--- config.mk ---
export PLATFORM = sky130hd
export DESIGN_NAME = alarm_clock_with_snooze_core
export DESIGN_NICKNAME = d
export VERILOG_FILES = /design/src/rtl/acs_pkg.sv /design/src/rtl/acs_update.sv /design/src/rtl/acs_disp.sv /design/src/rtl/alarm_clock_with_snooze_core.sv
export SDC_FILE = /design/constraint.sdc
export NUM_CORES = 1
export LEC_CHECK = 0
export ABC_AREA = 0
export BUFFER_PORTS_ARGS = -buffer_cell sky130_fd_sc_hd__buf_2
export CAP_MARGIN = 20
export CORE_MARGIN = 1.5
export CORE_UTILIZATION = 56
export CTS_BUF_LIST = sky130_fd_sc_hd__clkbuf_16
export DETAILED_ROUTE_END_ITERATION = 10
export PLACE_DENSITY_LB_ADDON = 0.08
export SLEW_MARGIN = 20
export SYNTH_ARGS = -nofsm -noshare
export SYNTH_HDL_FRONTEND = slang
export SYNTH_SLANG_ARGS = --single-unit
export TNS_END_PERCENT = 1
--- constraint.sdc ---
create_clock -name i_clk -period 10 [get_ports i_clk]
set_input_delay 2 -clock i_clk [delete_from_list [all_inputs] [get_ports i_clk]]
set_output_delay 2 -clock i_clk [all_outputs]
set_load 0.01 [all_outputs]
--- src/rtl/acs_pkg.sv ---
// ----------------------------------------------------------------------------
// Alarm clock with snooze - package
// Word types, operation codes, constants and shared helpers.
// ----------------------------------------------------------------------------
`default_nettype none

package acs_pkg;

    localparam int HOURS_PER_DAY  = 24;
    localparam int MINS_PER_HOUR  = 60;
    localparam int MINS_PER_DAY   = HOURS_PER_DAY * MINS_PER_HOUR;
    localparam int MINUTE_STEP    = 5;
    localparam int OFFSET_MAX     = MINS_PER_DAY;
    localparam int SNOOZE_RESET   = 9;
    // x / 60 == (x * DIV60_MUL) >> DIV60_SHIFT for x below one day
    localparam int DIV60_MUL      = 2185;
    localparam int DIV60_SHIFT    = 17;

    typedef enum logic [3:0] {
        OP_TICK        = 4'd0,
        OP_HOUR_UP     = 4'd1,
        OP_HOUR_DOWN   = 4'd2,
        OP_MIN_UP      = 4'd3,
        OP_MIN_DOWN    = 4'd4,
        OP_TOGGLE_ARM  = 4'd5,
        OP_SET_ALARM   = 4'd6,
        OP_SNOOZE      = 4'd7,
        OP_CLEAR_SNOOZE = 4'd8
    } t_op;

    typedef struct packed {
        logic [3:0] operation;
        logic [4:0] hour;
        logic [5:0] minute;
        logic [5:0] second;
    } t_in_word;

    typedef struct packed {
        logic       fired;
        logic [4:0] alarm_hour_out;
        logic [5:0] alarm_minute_out;
        logic       armed_out;
        logic       snoozing_out;
        logic [4:0] next_hour;
        logic [5:0] next_minute;
    } t_out_word;

    typedef struct packed {
        logic [4:0]  alarm_hour;
        logic [5:0]  alarm_minute;
        logic        armed;
        logic        snoozing;
        logic [10:0] offset;
    } t_alarm_state;

    // hour * 60 + minute, as shift and subtract
    function automatic logic [11:0] mins_of(input logic [4:0] h, input logic [5:0] m);
        logic [11:0] h64;
        logic [11:0] h4;
        h64 = {1'b0, h, 6'b0};
        h4  = {5'b0, h, 2'b0};
        return h64 - h4 + {6'b0, m};
    endfunction

endpackage

`default_nettype wire

--- src/rtl/acs_update.sv ---
// ----------------------------------------------------------------------------
// Alarm clock with snooze - state update
// Alarm state and snooze length registers, operation decode, fire detection.
// ----------------------------------------------------------------------------
`default_nettype none

module acs_update
    import acs_pkg::*;
(
    input  wire logic         i_clk,
    input  wire logic         i_rst_n,
    input  wire logic         i_cfg_we,
    input  wire logic [7:0]   i_cfg_wdata,
    input  wire logic         i_adv,
    input  wire t_in_word     i_word,
    output t_alarm_state      o_state,
    output logic              o_fired
);

    t_alarm_state r_state;
    t_alarm_state n_state;
    logic [7:0]   r_snooze_minutes;

    logic [11:0]  sum;
    logic [10:0]  sat;
    logic [11:0]  tgt;
    logic [11:0]  now;
    logic         late;
    logic         fired;

    always_comb begin
        sum  = {1'b0, r_state.offset} + {4'b0, r_snooze_minutes};
        sat  = (sum > 12'(OFFSET_MAX)) ? 11'(OFFSET_MAX) : sum[10:0];
        tgt  = mins_of(r_state.alarm_hour, r_state.alarm_minute) + {1'b0, r_state.offset};
        now  = mins_of(i_word.hour, i_word.minute);
        // target seconds <= now seconds, seconds field may exceed 59
        late = (tgt <= now) ||
               ((tgt == now + 12'd1) && (i_word.second >= 6'(MINS_PER_HOUR)));

        n_state = r_state;
        fired   = 1'b0;
        case (t_op'(i_word.operation))
            OP_TICK: begin
                if (r_state.armed) begin
                    if (i_word.hour == r_state.alarm_hour &&
                        i_word.minute == r_state.alarm_minute &&
                        !r_state.snoozing && i_word.second == 6'd0) begin
                        n_state.offset   = sat;
                        n_state.snoozing = 1'b1;
                        fired            = 1'b1;
                    end else if (r_state.snoozing && late) begin
                        n_state.offset = sat;
                        fired          = 1'b1;
                    end
                end
            end
            OP_HOUR_UP: begin
                n_state.alarm_hour = (r_state.alarm_hour >= 5'(HOURS_PER_DAY - 1)) ?
                                     5'd0 : r_state.alarm_hour + 5'd1;
            end
            OP_HOUR_DOWN: begin
                n_state.alarm_hour = (r_state.alarm_hour == 5'd0) ?
                                     5'(HOURS_PER_DAY - 1) : r_state.alarm_hour - 5'd1;
            end
            OP_MIN_UP: begin
                n_state.alarm_minute =
                    (r_state.alarm_minute >= 6'(MINS_PER_HOUR - MINUTE_STEP)) ?
                    r_state.alarm_minute - 6'(MINS_PER_HOUR - MINUTE_STEP) :
                    r_state.alarm_minute + 6'(MINUTE_STEP);
            end
            OP_MIN_DOWN: begin
                n_state.alarm_minute =
                    (r_state.alarm_minute < 6'(MINUTE_STEP)) ?
                    r_state.alarm_minute + 6'(MINS_PER_HOUR - MINUTE_STEP) :
                    r_state.alarm_minute - 6'(MINUTE_STEP);
            end
            OP_TOGGLE_ARM: begin
                n_state.armed = !r_state.armed;
            end
            OP_SET_ALARM: begin
                if (i_word.hour <= 5'(HOURS_PER_DAY - 1) &&
                    i_word.minute <= 6'(MINS_PER_HOUR - 1)) begin
                    n_state.alarm_hour   = i_word.hour;
                    n_state.alarm_minute = i_word.minute;
                end
            end
            OP_SNOOZE: begin
                if (!r_state.snoozing) begin
                    n_state.offset = sat;
                end
                n_state.snoozing = 1'b1;
            end
            OP_CLEAR_SNOOZE: begin
                n_state.offset   = 11'd0;
                n_state.snoozing = 1'b0;
            end
            default: begin
            end
        endcase
    end

    always_ff @(posedge i_clk) begin
        if (!i_rst_n) begin
            r_state          <= '0;
            r_snooze_minutes <= 8'(SNOOZE_RESET);
        end else begin
            if (i_adv) begin
                r_state <= n_state;
            end
            if (i_cfg_we) begin
                r_snooze_minutes <= i_cfg_wdata;
            end
        end
    end

    assign o_state = n_state;
    assign o_fired = fired;

endmodule

`default_nettype wire

--- src/rtl/acs_disp.sv ---
// ----------------------------------------------------------------------------
// Alarm clock with snooze - next alarm time
// Alarm time plus snooze offset, wrapped once, split into hour and minute.
// ----------------------------------------------------------------------------
`default_nettype none

module acs_disp
    import acs_pkg::*;
(
    input  wire t_alarm_state i_state,
    output logic [4:0]        o_next_hour,
    output logic [5:0]        o_next_minute
);

    logic [11:0] total;
    logic [10:0] wrapped;
    logic [21:0] prod;
    logic [4:0]  hr;
    logic [11:0] rem;

    always_comb begin
        total   = mins_of(i_state.alarm_hour, i_state.alarm_minute) + {1'b0, i_state.offset};
        wrapped = (total >= 12'(MINS_PER_DAY)) ? 11'(total - 12'(MINS_PER_DAY)) : total[10:0];
        // divide by 60 through the reciprocal
        prod    = {11'b0, wrapped} * 22'(DIV60_MUL);
        hr      = 5'(prod >> DIV60_SHIFT);
        rem     = {1'b0, wrapped} - mins_of(hr, 6'd0);
    end

    assign o_next_hour   = hr;
    assign o_next_minute = rem[5:0];

endmodule

`default_nettype wire

--- src/rtl/alarm_clock_with_snooze_core.sv ---
// Alarm clock with snooze, top level.
// Path: a word taken into the input register moves on to the result register
//   when the result register is free; a stall holds it in the input register.
// Throughput: one word per cycle while the output does not stall; input and
//   result registers with decode, fire check and offset conversion between them.
// Reset: synchronous, active low; clears alarm state, flags and offset,
//   loads snooze length 9 and empties both registers.
// ----------------------------------------------------------------------------
// Alarm clock with snooze - core
// Valid/stall handshake, input register, state update and result register.
// ----------------------------------------------------------------------------
`default_nettype none

module alarm_clock_with_snooze_core
    import acs_pkg::*;
(
    input  wire logic       i_clk,
    input  wire logic       i_rst_n,
    input  wire logic       i_valid,
    output logic            o_stall,
    input  wire t_in_word   i_word,
    output logic            o_valid,
    input  wire logic       i_stall,
    output t_out_word       o_word,
    input  wire logic       i_cfg_we,
    input  wire logic [7:0] i_cfg_wdata
);

    logic         r_in_valid;
    t_in_word     r_in_word;
    logic         r_out_valid;
    t_out_word    r_out_word;

    logic         out_free;
    logic         adv;
    t_alarm_state n_state;
    logic         n_fired;
    logic [4:0]   n_hour;
    logic [5:0]   n_minute;
    t_out_word    n_out_word;

    assign out_free = !r_out_valid || !i_stall;
    assign adv      = r_in_valid && out_free;
    assign o_stall  = r_in_valid && !out_free;

    acs_update u_update (
        .i_clk       (i_clk),
        .i_rst_n     (i_rst_n),
        .i_cfg_we    (i_cfg_we),
        .i_cfg_wdata (i_cfg_wdata),
        .i_adv       (adv),
        .i_word      (r_in_word),
        .o_state     (n_state),
        .o_fired     (n_fired)
    );

    acs_disp u_disp (
        .i_state       (n_state),
        .o_next_hour   (n_hour),
        .o_next_minute (n_minute)
    );

    always_comb begin
        n_out_word.fired            = n_fired;
        n_out_word.alarm_hour_out   = n_state.alarm_hour;
        n_out_word.alarm_minute_out = n_state.alarm_minute;
        n_out_word.armed_out        = n_state.armed;
        n_out_word.snoozing_out     = n_state.snoozing;
        n_out_word.next_hour        = n_hour;
        n_out_word.next_minute      = n_minute;
    end

    always_ff @(posedge i_clk) begin
        if (!i_rst_n) begin
            r_in_valid  <= 1'b0;
            r_out_valid <= 1'b0;
        end else begin
            if (!o_stall) begin
                r_in_valid <= i_valid;
            end
            if (out_free) begin
                r_out_valid <= r_in_valid;
            end
        end
    end

    always_ff @(posedge i_clk) begin
        if (!o_stall && i_valid) begin
            r_in_word <= i_word;
        end
        if (adv) begin
            r_out_word <= n_out_word;
        end
    end

    assign o_valid = r_out_valid;
    assign o_word  = r_out_word;

endmodule

`default_nettype wire

# After elaboration in Yosys (flattened, before gate mapping)
# Cells that the tools add are included.
[op_classes]
add_sub_neg = 19
mul = 1
order_cmp = 9
eq_ne = 11
n_mux = 18
reduce_logical = 21
[ops]
columns = ["cell", "count"]
rows = [
  ["$mux W11", 6],
  ["$add A12 B6 Y12", 3],
  ["$pmux W12 S3", 1],
  ["$sub A11 B7 Y12", 3],
  ["$add A12 B11 Y12", 2],
  ["$mul A11 B12 Y22 const B", 1],
  ["$pmux W6 S3", 1],
  ["$eq A4 B3 Y1 const B", 4],
  ["$pmux W5 S3", 1],
  ["$add A11 B8 Y12", 1],
  ["$add A12 B1 Y12 const B", 1],
  ["$eq A12 B12 Y1", 1],
  ["$ge A12 B11 Y1 const B", 1],
  ["$ge A6 B6 Y1 const B", 2],
  ["$gt A12 B11 Y1 const B", 1],
  ["$le A12 B12 Y1", 1],
  ["$mux W12", 1],
  ["$mux W6", 2],
  ["$sub A11 B11 Y11 const B", 1],
  ["$mux W5", 2],
  ["$logic_and A1 B1 Y1", 9],
  ["$eq A4 B2 Y1 const B", 2],
  ["$add A6 B3 Y6 const B", 1],
  ["$add A6 B6 Y6 const B", 1],
  ["21 further kinds", 30],
]
[totals]
ff_bits = 80
input_bits = 34

# Logic depth before layout (Yosys ltp)
# Gate-level depths: netlist (run 1).
[logic_depth]
word_depth = 17
ltp_mapped = 54
ltp_nobuf = 52

# Cells and area by module
# A second synthesis (run 1) with hierarchy kept.
[hier_totals]
cells_unflattened = 970
area_unflattened_um2 = 8543.2
[modules_own_cells]
columns = ["mod", "instances", "cells_per_inst", "area_each_um2", "seq_area_each_um2"]
rows = [
  ["acs_update", 1, 685, 5067.4, 640.6],
  ["acs_disp", 1, 231, 2010.7, 0.0],
  ["alarm_clock_with_snooze_core", 1, 54, 1465.2, 1421.4],
]

# Least setup slack after synthesis (run 1)
# Ideal clock, no wire load.
[synth_timing]
kind = "register to register"
start = "reg u_update.r_state[15] in the netlist's numbering"
end = "reg r_out_word, in the netlist o_word[5], data pin"
arrival_ps = 10595
required_time_ps = 9733
setup_slack_ps = -862
stages_incl_launch_ff = 52
path_buffers = 2
synth_period_minus_slack_ps = 10862
path_cell_list = "dfxtp_1 -> clkbuf_1 -> inv_1 -> fa_1 -> inv_1 -> ha_1 -> nor2b_1 -> o2111ai_1 -> a21o_1 -> a21oi_1 -> or3_1 -> and2_1 -> ha_1 -> nand2_1 -> or3_1 -> o21ai_0 -> o21ai_0 -> a21o_4 -> [16 not listed] -> xnor2_1 -> ha_1 -> fa_1 -> inv_1 -> fa_1 -> inv_1 -> ha_1 -> ha_1 -> a2111oi_0 -> nor3_1 -> o21a_1 -> nor2_1 -> xnor2_1 -> ha_1 -> a21o_1 -> a21oi_1 -> xor2_1 -> xnor2_1"
[synth_rtl]
columns = ["item", "line", "source"]
rows = [
  ["from (decl)", "acs_update.sv:20", "t_alarm_state r_state;"],
  ["from (signal assigned)", "acs_update.sv:108", "r_state <= n_state;"],
  ["to (signal assigned)", "alarm_clock_with_snooze_core.sv:92", "r_out_word <= n_out_word;"],
  ["to (decl)", "alarm_clock_with_snooze_core.sv:32", "t_out_word r_out_word;"],
]

==> results.yml, run 1 <==
status:
  status: "finished with violations"
  violations: "negative setup slack"
cells_and_area:
  diodes: 0
  syn2layout_area_growth_pct: 26.9
  multi_input_area_mm2: 0.00598
  stdcell_area_mm2: 0.0102
  fin_nets: 1231
  fill_cells: 1045
  seq_area_mm2: 0.00207
  drive_gt1_share_pct: 27.7
timing:
  hold_ws_ps: 490
  finalSetupViolCount: 2
  fin_ws_ps: -105
  relSlewSlack_pct: 39.6
  period_share_pct: 101
  worst_pin_slew_ps: 883
  min_period_ps: 10100
  slew_violations: 0
  rsz0062_at_grt: "true"
  fmax_mhz: 99.0
  hold_viol: 0
  skew_ps: 8.63
worst_hold_path:
  holdPathEnd: "u_update.r_snooze_minutes[0]"
  min_path_cells: 2
  hold_start: "u_update.r_snooze_minutes[0]"
  hold_class: "reg2reg"
clocking:
  numCtsBuffers: 9
  cts_buffer_depth: 2
  ctsHoldBuffers: 0
  htree_num_levels: 3
  cts_tree: "yes"
  clk_pin_slew_ps: 70
  root_buffer: "clkbuf_16"
  clk_latency_ps: 350
  cts_sinks: 80
global_route:
  overflow: 0
  grt_usage_pct: 29.7
  grt_pass1_vias: 7128
  antenna_found_initial: 0
  grt_pass1_wl_um: 34600
  grt_max_degree: 38
floorplanning:
  rows: 43
  pin_count: 61
  die_h_um: 123
  die_w_um: 123
  start_util_pct: 57.6
  die_area_mm2: 0.0151
  core_area_mm2: 0.0139
placed_design:
  place.gp.congestion: 0.957
  hpwl_um: 16500
  pre_cts_slack_ps: -300
  io_buffers: 60
  dpl_cell_area_mm2: 0.00935
detailed_routing:
  dr.max_layer_used: "met4"
  wl_met1_um: 9580
  wl_met3_um: 1130
  dr_wl_met2_um: 10400
  vias: 7269
  wl_per_cell_um: 17.5
  wl_um: 21900
  drt_iter0_drc: 552
  viasPerCell: 5.81
  first_pass_iters: 5
  drc_errors: 0
  ant_nets: 0
worst_setup_path:
  start_kind: "flip-flop"
  crit_path_top_delay_cell: "fa_1"
  r2r_slack_ps: -100
  criticalPathCategory: "reg2reg"
  end_kind: "flip-flop"
  timing.rr.end: "o_word[5]"
  worstRegToRegCells: 50
  cp.required_ps: 10100
  cp.arrival_ps: 10200
  path_max_fanout: 5
  cpPeakStageDelay_ps: 550
  regToRegStartpoint: "u_update.r_state[2]"
synthesis:
  syn_nets: 1069
  synth-seq-area-share_pct: 25.7
  synth_edf_count: 46
  synth-seq-cells: 80
  ys_types: 76
  yosys_warnings: 0
  synthArstFlopShare_pct: 0
  synth_ff_type: "edfxtp_1"
  synth.avg_cell_area_um2: 8.87
  synthCells: 905
  synth_area_mm2: 0.00803
flow_run:
  maxCapViolations: 0
-- cell usage after synthesis (all sizes together), types with 6 or more instances --
library cell / n / area [um^2]
nand4: 10 / 62.6
and2: 7 / 43.8
a21o: 17 / 135
nand2: 66 / 248
nand3: 18 / 90.1
and3: 6 / 37.5
o21a: 14 / 105
or3: 6 / 42.5
a21oi: 51 / 267
nor2b: 15 / 93.8
o211a: 9 / 90.1
or2: 7 / 43.8
edfxtp: 46 / 1380
clkbuf: 19 / 71.3
dfxtp: 34 / 681
nor2: 48 / 180
o211ai: 8 / 60.1
o21ai: 42 / 214
a211oi: 6 / 50.1
xnor2: 49 / 429
nor3: 26 / 130
mux2i: 13 / 130
a21boi: 6 / 45.0
inv: 119 / 447
xor2: 20 / 175
a31oi: 8 / 50.1
fa: 21 / 420
ha: 109 / 1360
nand2b: 13 / 88.8
o21bai: 6 / 45.0
-- what timing repair did --
item,in CTS,in global routing
buffers inserted,9,6
setup endpoints to repair,4,7
gates resized for setup,55,40
pin swaps,60,51
-- layout by cell type, fill, tap and decap left out, drive strengths merged, types with 6 or more instances in the layout --
master	count
o21bai	6
inv	124
o21a	14
edfxtp	46
o211a	9
xnor2	49
fa	21
dfxtp	34
nand2	66
and2	7
ha	109
a31oi	8
o21ai	42
buf	175
nand3	18
a211oi	6
nor3	26
xor2	20
o211ai	8
clkbuf	10
nor2	48
or2	7
nand2b	13
nor2b	15
a21o	17
a21boi	6
and3	6
or3	6
nand4	10
mux2i	13
a21oi	51
-- metrics by stage --
step	util (%)	instances	TNS (ps)
finish	73.1	1252	-132
global route	73.1	1252	-1390
CTS	71.5	1247	-46.4
detailed placement	67.1	1222	-823
global placement	67.1	1222	-59.0
floorplan	-	905	0
-- worst max-delay path, delay by kind of cell (launching register included) --
| family | cells | cell delay, ps |
|---|---|---|
| DFF | 1 | 330 |
| xor gates and xnor gates | 5 | 600 |
| adders and majority gates | 10 | 3280 |
| AOI/OAI and AO/OA | 20 | 3480 |
| and+or+nand+nor | 9 | 1620 |
| buffers and inverters | 6 | 510 |
-- kinds of logic (layout without fill, tap and decap cells) --
family          after synthesis  count (layout)  share of synthesized area, %
simple gates                247             247                          15.7
compound gates              218             218                          19.0
buf+inv                     143             310                          6.92
fa+ha+maj                   130             130                          22.2
flops                        80              80                          25.7
xor+xnor                     73              73                          8.65
mux                          14              14                          1.76
-- final cells by class --
| class | instances | share of cell area, % |
|---|---|---|
| well taps | 180 | 2.21 |
| flip-flops and latches | 80 | 20.3 |
| clock buffers | 10 | 2.46 |
| clock inverters | 6 | 0.467 |
| multi-input cells | 682 | 58.7 |
| inverters | 119 | 4.39 |
| repair buffers | 175 | 11.5 |
-- worst max path at each step --
stage                                    start   endpoint  slack, ps  depth (start not counted)
after floorplan           u_update.r_state[15]  o_word[5]        0.6                         50
after global placement     u_update.r_state[4]  o_word[5]        -40                         50
after detailed placement   u_update.r_state[4]  o_word[5]       -300                         49
after CTS                 u_update.r_state[17]  o_word[5]        -50                         50
after global routing       u_update.r_state[2]  o_word[5]       -540                         51
final                      u_update.r_state[2]  o_word[5]       -100                         50
-- layer usage --
layer	track usage, %	up-vias
met5	0	-
met2	49.1	243
met3	4.93	46
li1	-	3552
met1	38.2	3428
met4	12.8	0
-- registers in the layout, indices dropped and copies added, names as in the netlist --
name / flops
r_in_word: 21
o_word: 25
o_valid: 1
r_in_valid: 1
u_update.r_snooze_minutes: 8
u_update.r_state: 24
Power of run 1 is left out: the tool's default activity adds up to more than one toggle a clock period on the data nets, which glitch-free logic cannot reach.
==> inputs of run 2 (changes only) <==
--- a/config.mk
+++ b/config.mk
@@ -9,7 +9,7 @@
 export BUFFER_PORTS_ARGS = -buffer_cell sky130_fd_sc_hd__buf_2
 export CAP_MARGIN = 20
 export CORE_MARGIN = 1.5
-export CORE_UTILIZATION = 56
+export CORE_UTILIZATION = 40
 export CTS_BUF_LIST = sky130_fd_sc_hd__clkbuf_16
 export DETAILED_ROUTE_END_ITERATION = 10
 export PLACE_DENSITY_LB_ADDON = 0.08
==> results.yml, run 2 (synthesis results as in run 1) <==
timing:
  period_share_pct: 101
  rsz0062_at_grt: "true"
  hold_viol: 0
  final.setup.tns_ps: -58.3
  skew_ps: 13.3
  fmax_mhz: 99.4
  hold_ws_ps: 497
  fin_ws_ps: -58.3
  slew_violations: 0
  finalSetupViolCount: 1
  min_period_ps: 10060
  worst_pin_slew_ps: 865
  relSlewSlack_pct: 40.8
worst_hold_path:
  min_path_cells: 2
  hold_class: "reg2reg"
  holdPathEnd: "u_update.r_snooze_minutes[0]"
  hold_start: "u_update.r_snooze_minutes[0]"
clocking:
  root_buffer: "clkbuf_16"
  numCtsBuffers: 9
  clk_pin_slew_ps: 70
  htree_num_levels: 3
  cts_buffer_depth: 2
  cts_tree: "yes"
  clk_latency_ps: 360
  cts_sinks: 80
detailed_routing:
  drt_iter0_drc: 313
  wl_per_cell_um: 16.1
  wl_met1_um: 10500
  wl_um: 22100
  dr.max_layer_used: "met4"
  ant_nets: 0
  wl_met3_um: 642
  vias: 7094
  dr_wl_met2_um: 10500
  viasPerCell: 5.19
  drc_errors: 0
  first_pass_iters: 5
floorplanning:
  rows: 51
  die_area_mm2: 0.0209
  core_area_mm2: 0.0196
  die_h_um: 145
  pin_count: 61
  die_w_um: 145
  start_util_pct: 41.0
cells_and_area:
  final_util_pct: 53.5
  syn2layout_area_growth_pct: 30.6
  fin_nets: 1262
  layout_commonest_cell: "buf_4"
  fill_cells: 1867
  final_cell_mix: "buf_4, inv_1, ha_1"
  drive_gt1_share_pct: 29.6
  diodes: 0
  largest_register_ffs: 25
worst_setup_path:
  path_max_fanout: 5
  crit_buf_inv: 3
  start_kind: "flip-flop"
  critPathTopFamily: "adder cells"
  criticalPathCategory: "reg2reg"
  r2r_slack_ps: -60
  crit_cells: 49
  timing.rr.end: "o_word[5]"
  cpPeakStageDelay_ps: 570
  regToRegStartpoint: "u_update.r_state[19]"
  worstRegToRegCells: 49
  crit_path_top_delay_cell: "fa_1"
  cp.arrival_ps: 10160
  cp.required_ps: 10100
  end_kind: "flip-flop"
power:
  power_mw: 4.31
  ir_drop_v: 0.000382
  leakagePower_nw: 4.80
  powerDensity_mw_per_mm2: 411
placed_design:
  place.gp.congestion: 0.885
  hpwl_um: 17500
  io_buffers: 60
global_route:
  antenna_found_initial: 0
  grt_usage_pct: 22.1
  grt_pass1_vias: 6799
  grt_pass1_wl_um: 35300
  overflow: 0
  grt_max_degree: 36
status:
  status: "finished with violations"
  violations: "negative setup slack"
flow_run:
  maxCapViolations: 0
==> run 2: changes by cell type in the layout (fill, tap and decap cells not counted), sizes merged <==
cell,change
inv,-3
clkinv,+3
bufinv,+1
buf,+31
clkbuf,-1
==> run 2: through the flow <==
step                instance area [um^2]  instances  worst slack (ps)
global route                       10500       1368              -527
finish                             10500       1368             -58.3
CTS                                10300       1366              -105
global placement                    9640       1331              -219
detailed placement                  9640       1331              -414
floorplan                           8190        905             0.638
==> run 2: cell type report <==
class | instances | area [um^2] | area share, %
Timing Repair Buffer | 206 | 1410 | 13.4
Inverter | 119 | 447 | 4.26
Tap cell | 265 | 332 | 3.16
Multi-Input combinational cell | 682 | 5930 | 56.6
Sequential cell | 80 | 2070 | 19.7
Clock inverter | 7 | 70.1 | 0.668
Clock buffer | 9 | 225 | 2.15
==> run 2: layer usage <==
metal,vias to the layer above,GRT usage (%)
li1,3611,-
met1,3340,29.2
met2,118,37.4
met3,25,3.19
met4,0,6.59
met5,-,0
==> run 2: worst min-delay path, stage by stage (launching register included) <==
cell	delay, ps
dfxtp_1	340
mux2i_1	70
nand2_1	60
==> run 2: worst max-delay path by stage <==
stage / from / slack (ps) / endpoint
finish: u_update.r_state[19] / -60 / o_word[5]
global placement: u_update.r_state[4] / -220 / o_word[5]
CTS: u_update.r_state[15] / -100 / o_word[5]
global route: u_update.r_state[19] / -530 / o_word[5]
detailed placement: u_update.r_state[4] / -410 / o_word[5]
floorplan: u_update.r_state[15] / 0.6 / o_word[5]
==> run 2: repair_timing <==
action                     4_1_cts  5_1_grt
buffers inserted                19        2
setup endpoints to repair        4        7
pin swaps                       73       36
gates resized for setup         62       27
hold buffers                     0        0
==> run 2: report_power, final <==
group	internal (mW)	switching, mW	leakage, nW	total [mW]
combinational	1.79	1.66	3.93	3.45
sequential	0.495	0.0148	0.724	0.510
clock	0.194	0.149	0.148	0.344
No activity file was read; power rests on OpenSTA's default activity.
